**config.mk**
```make
export PLATFORM = sky130hd
export DESIGN_NAME = mfb_seq
export DESIGN_NICKNAME = d
export VERILOG_FILES = /design/src/mfb_pkg.sv /design/src/mfb_seq.sv
export SDC_FILE = /design/constraint.sdc
export NUM_CORES = 1
export LEC_CHECK = 0
export BUFFER_PORTS_ARGS = -buffer_cell sky130_fd_sc_hd__buf_4
export CAP_MARGIN = 30
export CORE_ASPECT_RATIO = 1.2
export CORE_MARGIN = 10
export CORE_UTILIZATION = 66
export CTS_BUF_LIST = sky130_fd_sc_hd__clkbuf_8
export CTS_CLUSTER_SIZE = 10
export DETAILED_ROUTE_END_ITERATION = 8
export PLACE_DENSITY = 0.95
export SLEW_MARGIN = 15
export SYNTH_ARGS = -nofsm -noshare
export SYNTH_HDL_FRONTEND = slang
export SYNTH_SLANG_ARGS = --single-unit
export TNS_END_PERCENT = 10
```
**constraint.sdc**
```tcl
create_clock -name clk -period 18.8 [get_ports clk]
set_input_delay 3.76 -clock clk [delete_from_list [all_inputs] [get_ports clk]]
set_output_delay 3.76 -clock clk [all_outputs]
set_load 0.02 [all_outputs]
```
**src/mfb_pkg.sv**
```systemverilog
`timescale 1ns / 1ps
package mfb_pkg;

    localparam int SCREEN_WIDTH_DEF  = 256;
    localparam int SCREEN_HEIGHT_DEF = 128;

    localparam logic [2:0] ACT_CLEAR   = 3'd0;
    localparam logic [2:0] ACT_PIXEL   = 3'd1;
    localparam logic [2:0] ACT_FILL    = 3'd2;
    localparam logic [2:0] ACT_OUTLINE = 3'd3;
    localparam logic [2:0] ACT_HLINE   = 3'd4;
    localparam logic [2:0] ACT_VLINE   = 3'd5;
    localparam logic [2:0] ACT_GLYPH   = 3'd6;
    localparam logic [2:0] ACT_READ    = 3'd7;

    typedef logic signed [19:0] coord_t;

    typedef struct packed {
        logic [2:0]         action;
        logic signed [15:0] x_start;
        logic signed [15:0] y_start;
        logic signed [15:0] x_end;
        logic signed [15:0] y_end;
        logic signed [15:0] length;
        logic               color;
        logic [63:0]        glyph_bits;
        logic [3:0]         scale;
        logic [11:0]        byte_index;
    } cmd_t;

    typedef struct packed {
        logic [7:0]         read_data;
        logic signed [15:0] next_x;
    } result_t;

endpackage

```
**src/mfb_seq.sv**
```systemverilog
`timescale 1ns / 1ps
module mfb_seq #(
    parameter int SCREEN_WIDTH  = mfb_pkg::SCREEN_WIDTH_DEF,
    parameter int SCREEN_HEIGHT = mfb_pkg::SCREEN_HEIGHT_DEF,
    localparam int ROW_BYTES    = (SCREEN_WIDTH + 7) / 8,
    localparam int STORE_BYTES  = ROW_BYTES * SCREEN_HEIGHT,
    localparam int AW           = (STORE_BYTES > 1) ? $clog2(STORE_BYTES) : 1
) (
    input  logic             clk,
    input  logic             rst_n,
    input  logic             start,
    input  mfb_pkg::cmd_t    cmd,
    output logic             busy,
    output logic             done,
    output mfb_pkg::result_t res,
    input  logic             res_take,
    output logic             ram_we,
    output logic [AW-1:0]    ram_waddr,
    output logic [7:0]       ram_wdata,
    output logic             ram_re,
    output logic [AW-1:0]    ram_raddr,
    input  logic [7:0]       ram_rdata
);

    import mfb_pkg::*;

    localparam int CW = $clog2(SCREEN_WIDTH + 1);
    localparam int RW = $clog2(SCREEN_HEIGHT + 1);
    localparam int XB = CW - 3;

    localparam logic [3:0] S_IDLE = 4'd0;
    localparam logic [3:0] S_GEN  = 4'd1;
    localparam logic [3:0] S_RD   = 4'd2;
    localparam logic [3:0] S_WR   = 4'd3;
    localparam logic [3:0] S_CLR  = 4'd4;
    localparam logic [3:0] S_RB   = 4'd5;
    localparam logic [3:0] S_RB2  = 4'd6;
    localparam logic [3:0] S_DONE = 4'd7;

    logic [3:0]    state_reg, state_next;
    cmd_t          cmd_reg, cmd_next;
    logic [5:0]    pidx_reg, pidx_next;
    logic [CW-1:0] x0_reg, x0_next, x1_reg, x1_next;
    logic [RW-1:0] y_reg, y_next, y1_reg, y1_next;
    logic [XB-1:0] bcol_reg, bcol_next;
    logic [AW-1:0] base_reg, base_next;
    logic [AW-1:0] clr_reg, clr_next;
    logic [7:0]    rd_reg, rd_next;

    logic [3:0]    sc_eff;
    logic [6:0]    ofs_x, ofs_y;
    coord_t        xs, ys, xe, ye, ln, px, py, sc_c;
    coord_t        bx0, by0, bx1, by1;
    coord_t        cx0, cy0, cx1, cy1;
    logic          bon, box_ok, last_part;
    logic [31:0]   base_calc;
    logic [7:0]    mask;
    logic [CW-1:0] x1m1;
    logic          row_end, box_end;
    logic [31:0]   bidx_w;
    logic [AW-1:0] addr;
    logic [7:0]    fill_byte;
    logic signed [17:0] pen;

    assign xs     = coord_t'(cmd_reg.x_start);
    assign ys     = coord_t'(cmd_reg.y_start);
    assign xe     = coord_t'(cmd_reg.x_end);
    assign ye     = coord_t'(cmd_reg.y_end);
    assign ln     = coord_t'(cmd_reg.length);
    assign sc_eff = (cmd_reg.scale == 4'd0) ? 4'd1 : cmd_reg.scale;
    assign sc_c   = coord_t'({16'd0, sc_eff});
    assign ofs_x  = 7'(pidx_reg[2:0]) * 7'(sc_eff);
    assign ofs_y  = 7'(pidx_reg[5:3]) * 7'(sc_eff);
    assign px     = xs + coord_t'({13'd0, ofs_x});
    assign py     = ys + coord_t'({13'd0, ofs_y});

    always_comb
    begin
        bon       = 1'b1;
        bx0       = xs;
        by0       = ys;
        bx1       = xe;
        by1       = ye;
        last_part = 1'b1;
        case (cmd_reg.action)
            ACT_PIXEL:
            begin
                bx1 = xs + coord_t'(1);
                by1 = ys + coord_t'(1);
            end
            ACT_OUTLINE:
            begin
                last_part = (pidx_reg[1:0] == 2'd3);
                case (pidx_reg[1:0])
                    2'd0:    by1 = ys + coord_t'(1);
                    2'd1:    by0 = ye - coord_t'(1);
                    2'd2:    bx1 = xs + coord_t'(1);
                    default: bx0 = xe - coord_t'(1);
                endcase
            end
            ACT_HLINE:
            begin
                bx1 = xs + ln;
                by1 = ys + coord_t'(1);
            end
            ACT_VLINE:
            begin
                bx1 = xs + coord_t'(1);
                by1 = ys + ln;
            end
            ACT_GLYPH:
            begin
                last_part = (pidx_reg == 6'd63);
                bon       = cmd_reg.glyph_bits[~pidx_reg];
                bx0       = px;
                by0       = py;
                bx1       = px + sc_c;
                by1       = py + sc_c;
            end
            default:
            begin
                bon = 1'b1;
            end
        endcase
    end

    assign cx0    = (bx0 < 0) ? coord_t'(0) : bx0;
    assign cy0    = (by0 < 0) ? coord_t'(0) : by0;
    assign cx1    = (bx1 > coord_t'(SCREEN_WIDTH)) ? coord_t'(SCREEN_WIDTH) : bx1;
    assign cy1    = (by1 > coord_t'(SCREEN_HEIGHT)) ? coord_t'(SCREEN_HEIGHT) : by1;
    assign box_ok = bon && (cx0 < cx1) && (cy0 < cy1);
    assign base_calc = 32'(cy0[RW-1:0]) * 32'(ROW_BYTES);

    always_comb
    begin
        for (int i = 0; i < 8; i++)
        begin
            mask[7 - i] = ({bcol_reg, 3'(i)} >= x0_reg) && ({bcol_reg, 3'(i)} < x1_reg);
        end
    end

    assign x1m1      = x1_reg - CW'(1);
    assign row_end   = (bcol_reg == x1m1[CW-1:3]);
    assign box_end   = row_end && ((y_reg + RW'(1)) == y1_reg);
    assign addr      = base_reg + AW'(bcol_reg);
    assign fill_byte = cmd_reg.color ? 8'hFF : 8'h00;
    assign bidx_w    = {20'd0, cmd_reg.byte_index};

    always_comb
    begin
        state_next = state_reg;
        cmd_next   = cmd_reg;
        pidx_next  = pidx_reg;
        x0_next    = x0_reg;
        x1_next    = x1_reg;
        y_next     = y_reg;
        y1_next    = y1_reg;
        bcol_next  = bcol_reg;
        base_next  = base_reg;
        clr_next   = clr_reg;
        rd_next    = rd_reg;
        ram_we     = 1'b0;
        ram_waddr  = addr;
        ram_wdata  = fill_byte;
        ram_re     = 1'b0;
        ram_raddr  = addr;
        case (state_reg)
            S_IDLE:
            begin
                if (start)
                begin
                    cmd_next  = cmd;
                    pidx_next = 6'd0;
                    clr_next  = '0;
                    rd_next   = 8'h00;
                    case (cmd.action)
                        ACT_CLEAR: state_next = S_CLR;
                        ACT_READ:  state_next = S_RB;
                        default:   state_next = S_GEN;
                    endcase
                end
            end
            S_GEN:
            begin
                if (box_ok)
                begin
                    x0_next    = cx0[CW-1:0];
                    x1_next    = cx1[CW-1:0];
                    y_next     = cy0[RW-1:0];
                    y1_next    = cy1[RW-1:0];
                    bcol_next  = cx0[CW-1:3];
                    base_next  = base_calc[AW-1:0];
                    state_next = S_RD;
                end
                else if (last_part)
                begin
                    state_next = S_DONE;
                end
                else
                begin
                    pidx_next = pidx_reg + 6'd1;
                end
            end
            S_RD, S_WR:
            begin
                if (state_reg == S_RD && mask != 8'hFF)
                begin
                    ram_re     = 1'b1;
                    state_next = S_WR;
                end
                else
                begin
                    ram_we = 1'b1;
                    if (state_reg == S_WR)
                    begin
                        ram_wdata = (ram_rdata & ~mask) | (fill_byte & mask);
                    end
                    state_next = S_RD;
                    if (box_end)
                    begin
                        if (last_part)
                        begin
                            state_next = S_DONE;
                        end
                        else
                        begin
                            pidx_next  = pidx_reg + 6'd1;
                            state_next = S_GEN;
                        end
                    end
                    else if (row_end)
                    begin
                        y_next    = y_reg + RW'(1);
                        base_next = base_reg + AW'(ROW_BYTES);
                        bcol_next = x0_reg[CW-1:3];
                    end
                    else
                    begin
                        bcol_next = bcol_reg + XB'(1);
                    end
                end
            end
            S_CLR:
            begin
                ram_we    = 1'b1;
                ram_waddr = clr_reg;
                if (clr_reg == AW'(STORE_BYTES - 1))
                begin
                    state_next = S_DONE;
                end
                else
                begin
                    clr_next = clr_reg + AW'(1);
                end
            end
            S_RB:
            begin
                ram_re     = 1'b1;
                ram_raddr  = bidx_w[AW-1:0];
                state_next = S_RB2;
            end
            S_RB2:
            begin
                rd_next    = (bidx_w < 32'(STORE_BYTES)) ? ram_rdata : 8'h00;
                state_next = S_DONE;
            end
            S_DONE:
            begin
                if (res_take)
                begin
                    state_next = S_IDLE;
                end
            end
            default:
            begin
                state_next = S_IDLE;
            end
        endcase
    end

    assign pen = 18'(cmd_reg.x_start) + $signed({11'd0, sc_eff, 3'd0});

    always_comb
    begin
        res.read_data = rd_reg;
        res.next_x    = 16'sd0;
        if (cmd_reg.action == ACT_GLYPH)
        begin
            res.next_x = (pen > 18'sd32767) ? 16'sd32767 : pen[15:0];
        end
    end

    assign busy = (state_reg != S_IDLE);
    assign done = (state_reg == S_DONE);

    always_ff @(posedge clk or negedge rst_n)
    begin
        if (!rst_n)
        begin
            state_reg <= S_IDLE;
        end
        else
        begin
            state_reg <= state_next;
        end
    end

    always_ff @(posedge clk)
    begin
        cmd_reg  <= cmd_next;
        pidx_reg <= pidx_next;
        x0_reg   <= x0_next;
        x1_reg   <= x1_next;
        y_reg    <= y_next;
        y1_reg   <= y1_next;
        bcol_reg <= bcol_next;
        base_reg <= base_next;
        clr_reg  <= clr_next;
        rd_reg   <= rd_next;
    end

endmodule

```
### Yosys cells after proc, flatten, opt, wreduce, memory -nomap -nowiden

Index checks and enable logic that the tools add are counted.

| storage, ports and cells | value |
|---|---|
| register bits after elaboration | 246 |
| output and inout bits | 60 |
| word-level logic and storage cells | 201 |

| operators by class | value |
|---|---|
| $add $sub $neg | 18 |
| multipliers | 2 |
| order comparisons | 25 |
| equal/unequal tests | 32 |
| muxes and demuxes | 66 |
| bitwise logic cells | 5 |
| reductions and logical operators | 33 |

Operators with widths:

| operator | number |
|---|---|
| 20-bit 2-to-1 mux | 8 |
| 20-bit one-hot mux with 4 select lines | 2 |
| 12-bit 2-to-1 mux | 8 |
| 8-bit 2-to-1 mux | 10 |
| 20-bit one-hot mux with 2 select lines | 2 |
| 9-bit >= comparator | 8 |
| 9-bit < comparator | 8 |
| 6-bit 2-to-1 mux | 9 |
| 16-bit by 8-bit adder with 17-bit output | 3 |
| 12-bit one-hot mux with 2 select lines | 2 |
| 20-bit by 1-bit < comparator with 1-bit output, second input constant | 2 |
| 20-bit < comparator | 2 |
| 17-bit by 5-bit adder with 18-bit output | 2 |
| 16-bit by 16-bit adder with 17-bit output | 2 |
| 16-bit by 2-bit adder with 17-bit output, second input constant | 2 |
| 16-bit by 2-bit subtractor with 17-bit output, second input constant | 2 |
| 16-bit 2-to-1 mux | 2 |
| 8-bit one-hot mux with 2 select lines | 2 |
| 4-bit one-hot mux with 7 select lines | 1 |
| 4-bit 2-to-1 mux | 6 |
| 20-bit by 10-bit greater-than comparator with 1-bit output, second input constant | 1 |
| 20-bit by 9-bit greater-than comparator with 1-bit output, second input constant | 1 |
| 2-bit != test, second input constant | 9 |
| 6-bit one-hot mux with 3 select lines | 1 |
| other kinds (48) | 86 |

### Longest topological paths before layout

| logic depth | value |
|---|---|
| depth after elaboration | 13 |
| gate-level depth with buffers | 36 |
| depth with buffers taken out | 35 |

### Worst setup path after synthesis

OpenSTA, ideal clock, no wires.

| timing | value |
|---|---|
| kind | reg2reg |
| start point | register cmd_reg[13] (netlist bit) |
| end point | register x0_reg[0] (enable) |
| library setup time | 409 ps |
| data arrival time | 8198 ps |
| slack | 10193 ps |
| stages on the path, launching flop included | 37 |
| buffers on the path | 1 |
| clock period less this slack | 8607 ps |
| cells stage by stage | edfxtp_1 > nor3_1 > nor2_1 > inv_1 > nand2_1 > fa_1 > inv_1 > ha_1 > fa_1 > ha_1 > buf_2 > o21ai_0 > nor2_1 > a21oi_1 > ha_1 > nand2_1 > o21ai_0 > nand4_1 > nor4_2 > and2_1 > nand2_1 > a221o_1 > a31oi_1 > nand2b_1 > ha_1 > a21o_1 > a21o_1 > a21oi_1 > nor2b_1 > o21ai_0 > nand2b_1 > a21oi_1 > o211ai_1 > a2111o_1 > a31oi_2 > nand2_2 > nor2_1 |

| on the way | value |
|---|---|
| cells in the longest elaborated chain, start to end | 12 |
| elaborated cells on any way between the ends | 25 |
| those cells by class | add/sub (4); mul (2); order compare (6); mux (9); reduce/logical (4) |

Ends and longest elaborated chain:

| item | line | source |
|---|---|---|
| from (decl) | mfb_seq.sv:41 | `cmd_t cmd_reg, cmd_next;` |
| from (signal assigned) | mfb_seq.sv:310 | `cmd_reg <= cmd_next;` |
| 4-bit logical NOT | mfb_seq.sv:70 | `assign sc_eff = (cmd_reg.scale == 4'd0) ? 4'd1 : cmd_reg.scale;` |
| 4-bit 2-to-1 mux * | mfb_seq.sv:70 |  |
| 3-bit by 4-bit multiplier with 7-bit output | mfb_seq.sv:72 | `assign ofs_x = 7'(pidx_reg[2:0]) * 7'(sc_eff);` |
| 16-bit by 8-bit adder with 17-bit output | mfb_seq.sv:74 | `assign px = xs + coord_t'({13'd0, ofs_x});` |
| 17-bit by 5-bit adder with 18-bit output | mfb_seq.sv:117 | `bx1 = px + sc_c;` |
| 20-bit one-hot mux with 4 select lines | mfb_seq.sv:85 | `case (cmd_reg.action)` |
| 20-bit by 10-bit greater-than comparator with 1-bit output | mfb_seq.sv:129 | `assign cx1 = (bx1 > coord_t'(SCREEN_WIDTH)) ? coord_t'(SCREEN_WIDTH) : bx1;` |
| 20-bit 2-to-1 mux | mfb_seq.sv:129 |  |
| 20-bit < comparator | mfb_seq.sv:131 | `assign box_ok = bon && (cx0 < cx1) && (cy0 < cy1);` |
| 1-bit logical AND | mfb_seq.sv:131 |  |
| 1-bit logical AND * | mfb_seq.sv:131 |  |
| 2-bit AND reduction (no source line) * | -- |  |
| to (signal assigned) | mfb_seq.sv:312 | `x0_reg <= x0_next;` |
| to (decl) | mfb_seq.sv:43 | `logic [CW-1:0] x0_reg, x0_next, x1_reg, x1_next;` |

Every way passes the cells marked *; elsewhere a longest branch is shown, timed or not.
A chain may end at the register's enable or synchronous reset.

### Worst setup path in the final report

| timing | value |
|---|---|
| start point | register cmd_reg[13] (netlist bit) |
| end point | register x1_reg[0] (enable) |

| on the way | value |
|---|---|
| cells in the longest elaborated chain, start to end | 12 |
| elaborated cells on any way between the ends | 25 |
| those cells by class | add/sub (4); mul (2); order compare (6); mux (9); reduce/logical (4) |

Ends and longest elaborated chain:

| item | line | source |
|---|---|---|
| 4-bit logical NOT | mfb_seq.sv:70 |  |
| 4-bit 2-to-1 mux * | mfb_seq.sv:70 |  |
| 3-bit by 4-bit multiplier with 7-bit output | mfb_seq.sv:72 |  |
| 16-bit by 8-bit adder with 17-bit output | mfb_seq.sv:74 |  |
| 17-bit by 5-bit adder with 18-bit output | mfb_seq.sv:117 |  |
| 20-bit one-hot mux with 4 select lines | mfb_seq.sv:85 |  |
| 20-bit by 10-bit greater-than comparator with 1-bit output | mfb_seq.sv:129 |  |
| 20-bit 2-to-1 mux | mfb_seq.sv:129 |  |
| 20-bit < comparator | mfb_seq.sv:131 |  |
| 1-bit logical AND | mfb_seq.sv:131 |  |
| 1-bit logical AND * | mfb_seq.sv:131 |  |
| 2-bit AND reduction (no source line) * | -- |  |
| to (signal assigned) | mfb_seq.sv:313 | `x1_reg <= x1_next;` |
| to (decl) | mfb_seq.sv:43 |  |

Marked as above.

==> results.py <==
metrics = {
    "worst_setup_path": {
        "cp-startpoint": "cmd_reg[13]$_DFFE_PP_",
        "crit_path_end_kind": "flip-flop",
        "timing.rr.end": "x1_reg[0]$_DFFE_PP_",
        "r2r-start": "cmd_reg[13]$_DFFE_PP_",
        "start_kind": "flip-flop",
        "cp_slowest_cell": "edfxtp_1",
        "rr_worst_depth": 36,
        "critPathBufInv": 3,
        "cp_common_cell": "ha_1",
        "arrival_ns": 10.00,
        "cp_top_family": "simple AND/OR/NAND/NOR gates",
        "r2r_slack_ns": 9.05,
        "crit_required_ns": 19.05,
        "crit_fanout": 18,
        "worstSetupPathType": "reg2reg",
        "critPathMaxStageDelay_ns": 0.65,
    },
    "sta": {
        "rsz0062_at_grt": "no",
        "worst_slack_ns": 9.05,
        "min_period_ns": 9.75,
        "setup_tns_ns": 0,
        "timing.final.crit_share_pct": 51.9,
        "skew_ns": 0.0257,
        "drv_slew": 0,
        "worst_pin_slew_ns": 0.993,
        "hold_violations": 0,
        "relSlewSlack_pct": 33.8,
        "fmax_mhz": 103,
        "setup_viol_count_final": 0,
    },
    "power_and_ir_drop": {
        "vdd_drop_max_uv": 93.7,
        "seq_power_share_pct": 54.6,
        "swShare_pct": 21.4,
        "p_switching_w": 0.000229,
        "power_density_mw_per_mm2": 48.3,
        "p_int_w": 0.000842,
        "p_leak_nw": 8.65,
        "combPwrFrac_pct": 2.9,
        "clkPwrFrac_pct": 42.5,
    },
    "routing": {
        "drt_first_pass_iters": 9,
        "drt-initial-drc-count": 2986,
        "drc": 0,
        "wl_mm": 71.2,
        "wl_per_cell_um": 26.5,
        "vias": 18800,
        "final_antenna_net_count": 0,
        "via_per_inst": 7.00,
    },
    "clock_network": {
        "cts_max_path_buffers": 3,
        "clk_pin_slew_ns": 0.07,
        "clockRootBuffer": "clkbuf_8",
        "cts_resized": 0,
        "cts_tree": "done",
        "clk_latency_ns": 0.58,
        "clock_sinks": 240,
        "postCtsHoldBufs": 0,
        "post_cts_buffers": 0,
        "cts_max_level": 2,
        "cts_made_buffers": 39,
    },
    "cells_and_area": {
        "instances_no_fill": 2686,
        "diodes": 0,
        "drive_gt1_share_pct": 18.3,
        "largest_reg_flops": 152,
        "n_fill_cell": 1815,
        "fin_util_pct": 76.9,
        "layout.nets": 2590,
        "area_delta_synth_final_pct": 14.9,
    },
    "synth": {
        "netlist-cell-type-count": 98,
        "synth_seq_cells": 240,
        "ys_top_cells_by_area": "edfxtp_1 37%, ha_1 8.3%, a21oi_1 4.8%",
        "seq_area_frac_synth_pct": 37.3,
        "synth_top_area_cell": "edfxtp_1",
        "yosys-top-cells-count": "237 x edfxtp_1, 186 x a21oi_1, 181 x nor2_1",
        "synth-async-reset-ratio_pct": 1.25,
        "ys_warn_count": 0,
        "synth.most_common_cell": "edfxtp_1",
        "syn_avg_cell_area_um2": 9.39,
        "dominantRegCellSynth": "edfxtp_1",
        "synth_edf_count": 237,
        "synth_area_mm2": 0.0193,
        "synth_fp_nets": 2373,
        "synth.top_cell.area_share_pct": 36.9,
        "synthCells": 2056,
    },
    "place": {
        "gp_congestion": 1.04,
        "port-buffer-count": 235,
        "hpwlAfterDp_mm": 52.9,
        "dp_slack_ns": 9.13,
        "dp_cells": 2614,
    },
    "floorplanning": {
        "die_area_mm2": 0.0365,
        "rows": 68,
        "initial_core_util_pct": 66.9,
        "die_w_um": 176,
        "die_h_um": 207,
        "ios": 236,
        "coreArea_mm2": 0.0288,
    },
    "global_route": {
        "grtUsageMet3_pct": 8.93,
        "grt.overflow.total": 0,
        "grt_pass1_vias": 18400,
        "busiest_layer": "met2",
        "grt_use_total_pct": 37.0,
        "antenna_found_initial": 2,
        "grtUsageMet2_pct": 61.0,
        "grt_max_degree": 85,
        "use_met1_pct": 43.3,
        "grt_pass1_wl_mm": 106,
    },
    "min_path": {
        "worstHoldEndpoint": "clr_reg[0]$_SDFFCE_PN0P_",
        "min_path_type": "reg2reg",
        "min-delay-start": "clr_reg[0]$_SDFFCE_PN0P_",
        "worstHoldPathCells": 1,
    },
    "job": {
        "maxCapViolations": 0,
    },
    "run_status": {
        "status": "finished, final reports clean",
    },
}
cell type report:
class | instances | area [um2] | area share (%)
clock buffers | 42 | 578 | 2.61
well taps | 385 | 482 | 2.17
flip-flops and latches | 240 | 7190 | 32.4
clock inverters | 27 | 176 | 0.795
inverters | 90 | 343 | 1.55
multi-input cells | 1641 | 11400 | 51.5
repair buffers | 261 | 1980 | 8.95
layer usage:
metal	vias to the layer above	routed length [um]
li1	8169	-
met3	371	8020
met4	2	4650
met1	8769	25000
met2	1486	33500
met5	-	13
metrics by stage:
stage                     total power, W  cell area (um2)  hold slack, ns
after floorplan                 0.000597            19300           0.582
after global placement          0.000624            21400           0.606
after detailed placement        0.000626            21400           0.625
after CTS                        0.00107            22100           0.636
after global routing             0.00109            22200           0.672
final                            0.00107            22200           0.640
layout by cell type, fill, tap and decap left out, types with 25 or more instances in the layout:
master and count:
buf_4 258, edfxtp_1 237, a21oi_1 186, nor2_1 180, nand2_1 169, ha_1 128, o21ai_0 102, inv_1 97
xnor2_1 89, nand3_1 78, xor2_1 72, nor3_1 48, clkbuf_8 42, a21o_1 41, mux2_2 32, and2_1 32
nor2b_1 26, a211oi_1 26, nand4_1 25, or3_1 25
worst max path at each step:
stage / depth (start not counted) / endpoint / slack, ns
CTS: 35 / y_reg[6]$_DFFE_PP_ / 9.00
floorplan: 36 / x0_reg[0]$_DFFE_PP_ / 10.19
global placement: 35 / y_reg[2]$_DFFE_PP_ / 9.33
global route: 36 / x1_reg[0]$_DFFE_PP_ / 8.30
finish: 36 / x1_reg[0]$_DFFE_PP_ / 9.05
detailed placement: 35 / base_reg[9]$_DFFE_PP_ / 9.13
worst register-to-register path, delay by kind of cell (launching register included):
family	cells	cell delay (ns)
buffers and inverters	3	0.64
flip-flops	1	0.65
AO/OA/AOI/OAI	13	2.82
adder cells (fa/ha/maj)	6	2.33
AND/OR/NAND/NOR	14	3.00
logic make-up after synthesis:
| kind of cell | share of synthesized area, % |
|---|---|
| multiplexers | 4.10 |
| adder cells (fa/ha/maj) | 9.65 |
| buffers and inverters | 3.55 |
| XOR/XNOR | 7.39 |
| AO/OA/AOI/OAI | 19.7 |
| flip-flops | 37.3 |
| AND/OR/NAND/NOR | 18.4 |
power groups by stage:
stage	Sequential (W)	Combinational [W]	Clock, W
detailed placement	0.000596	0.0000299	0
CTS	0.000585	0.0000304	0.000455
global placement	0.000596	0.0000281	0
floorplan	0.000596	0.000000329	0
finish	0.000585	0.0000310	0.000455
global route	0.000584	0.0000323	0.000478
(Power assumes the default switching activity.)
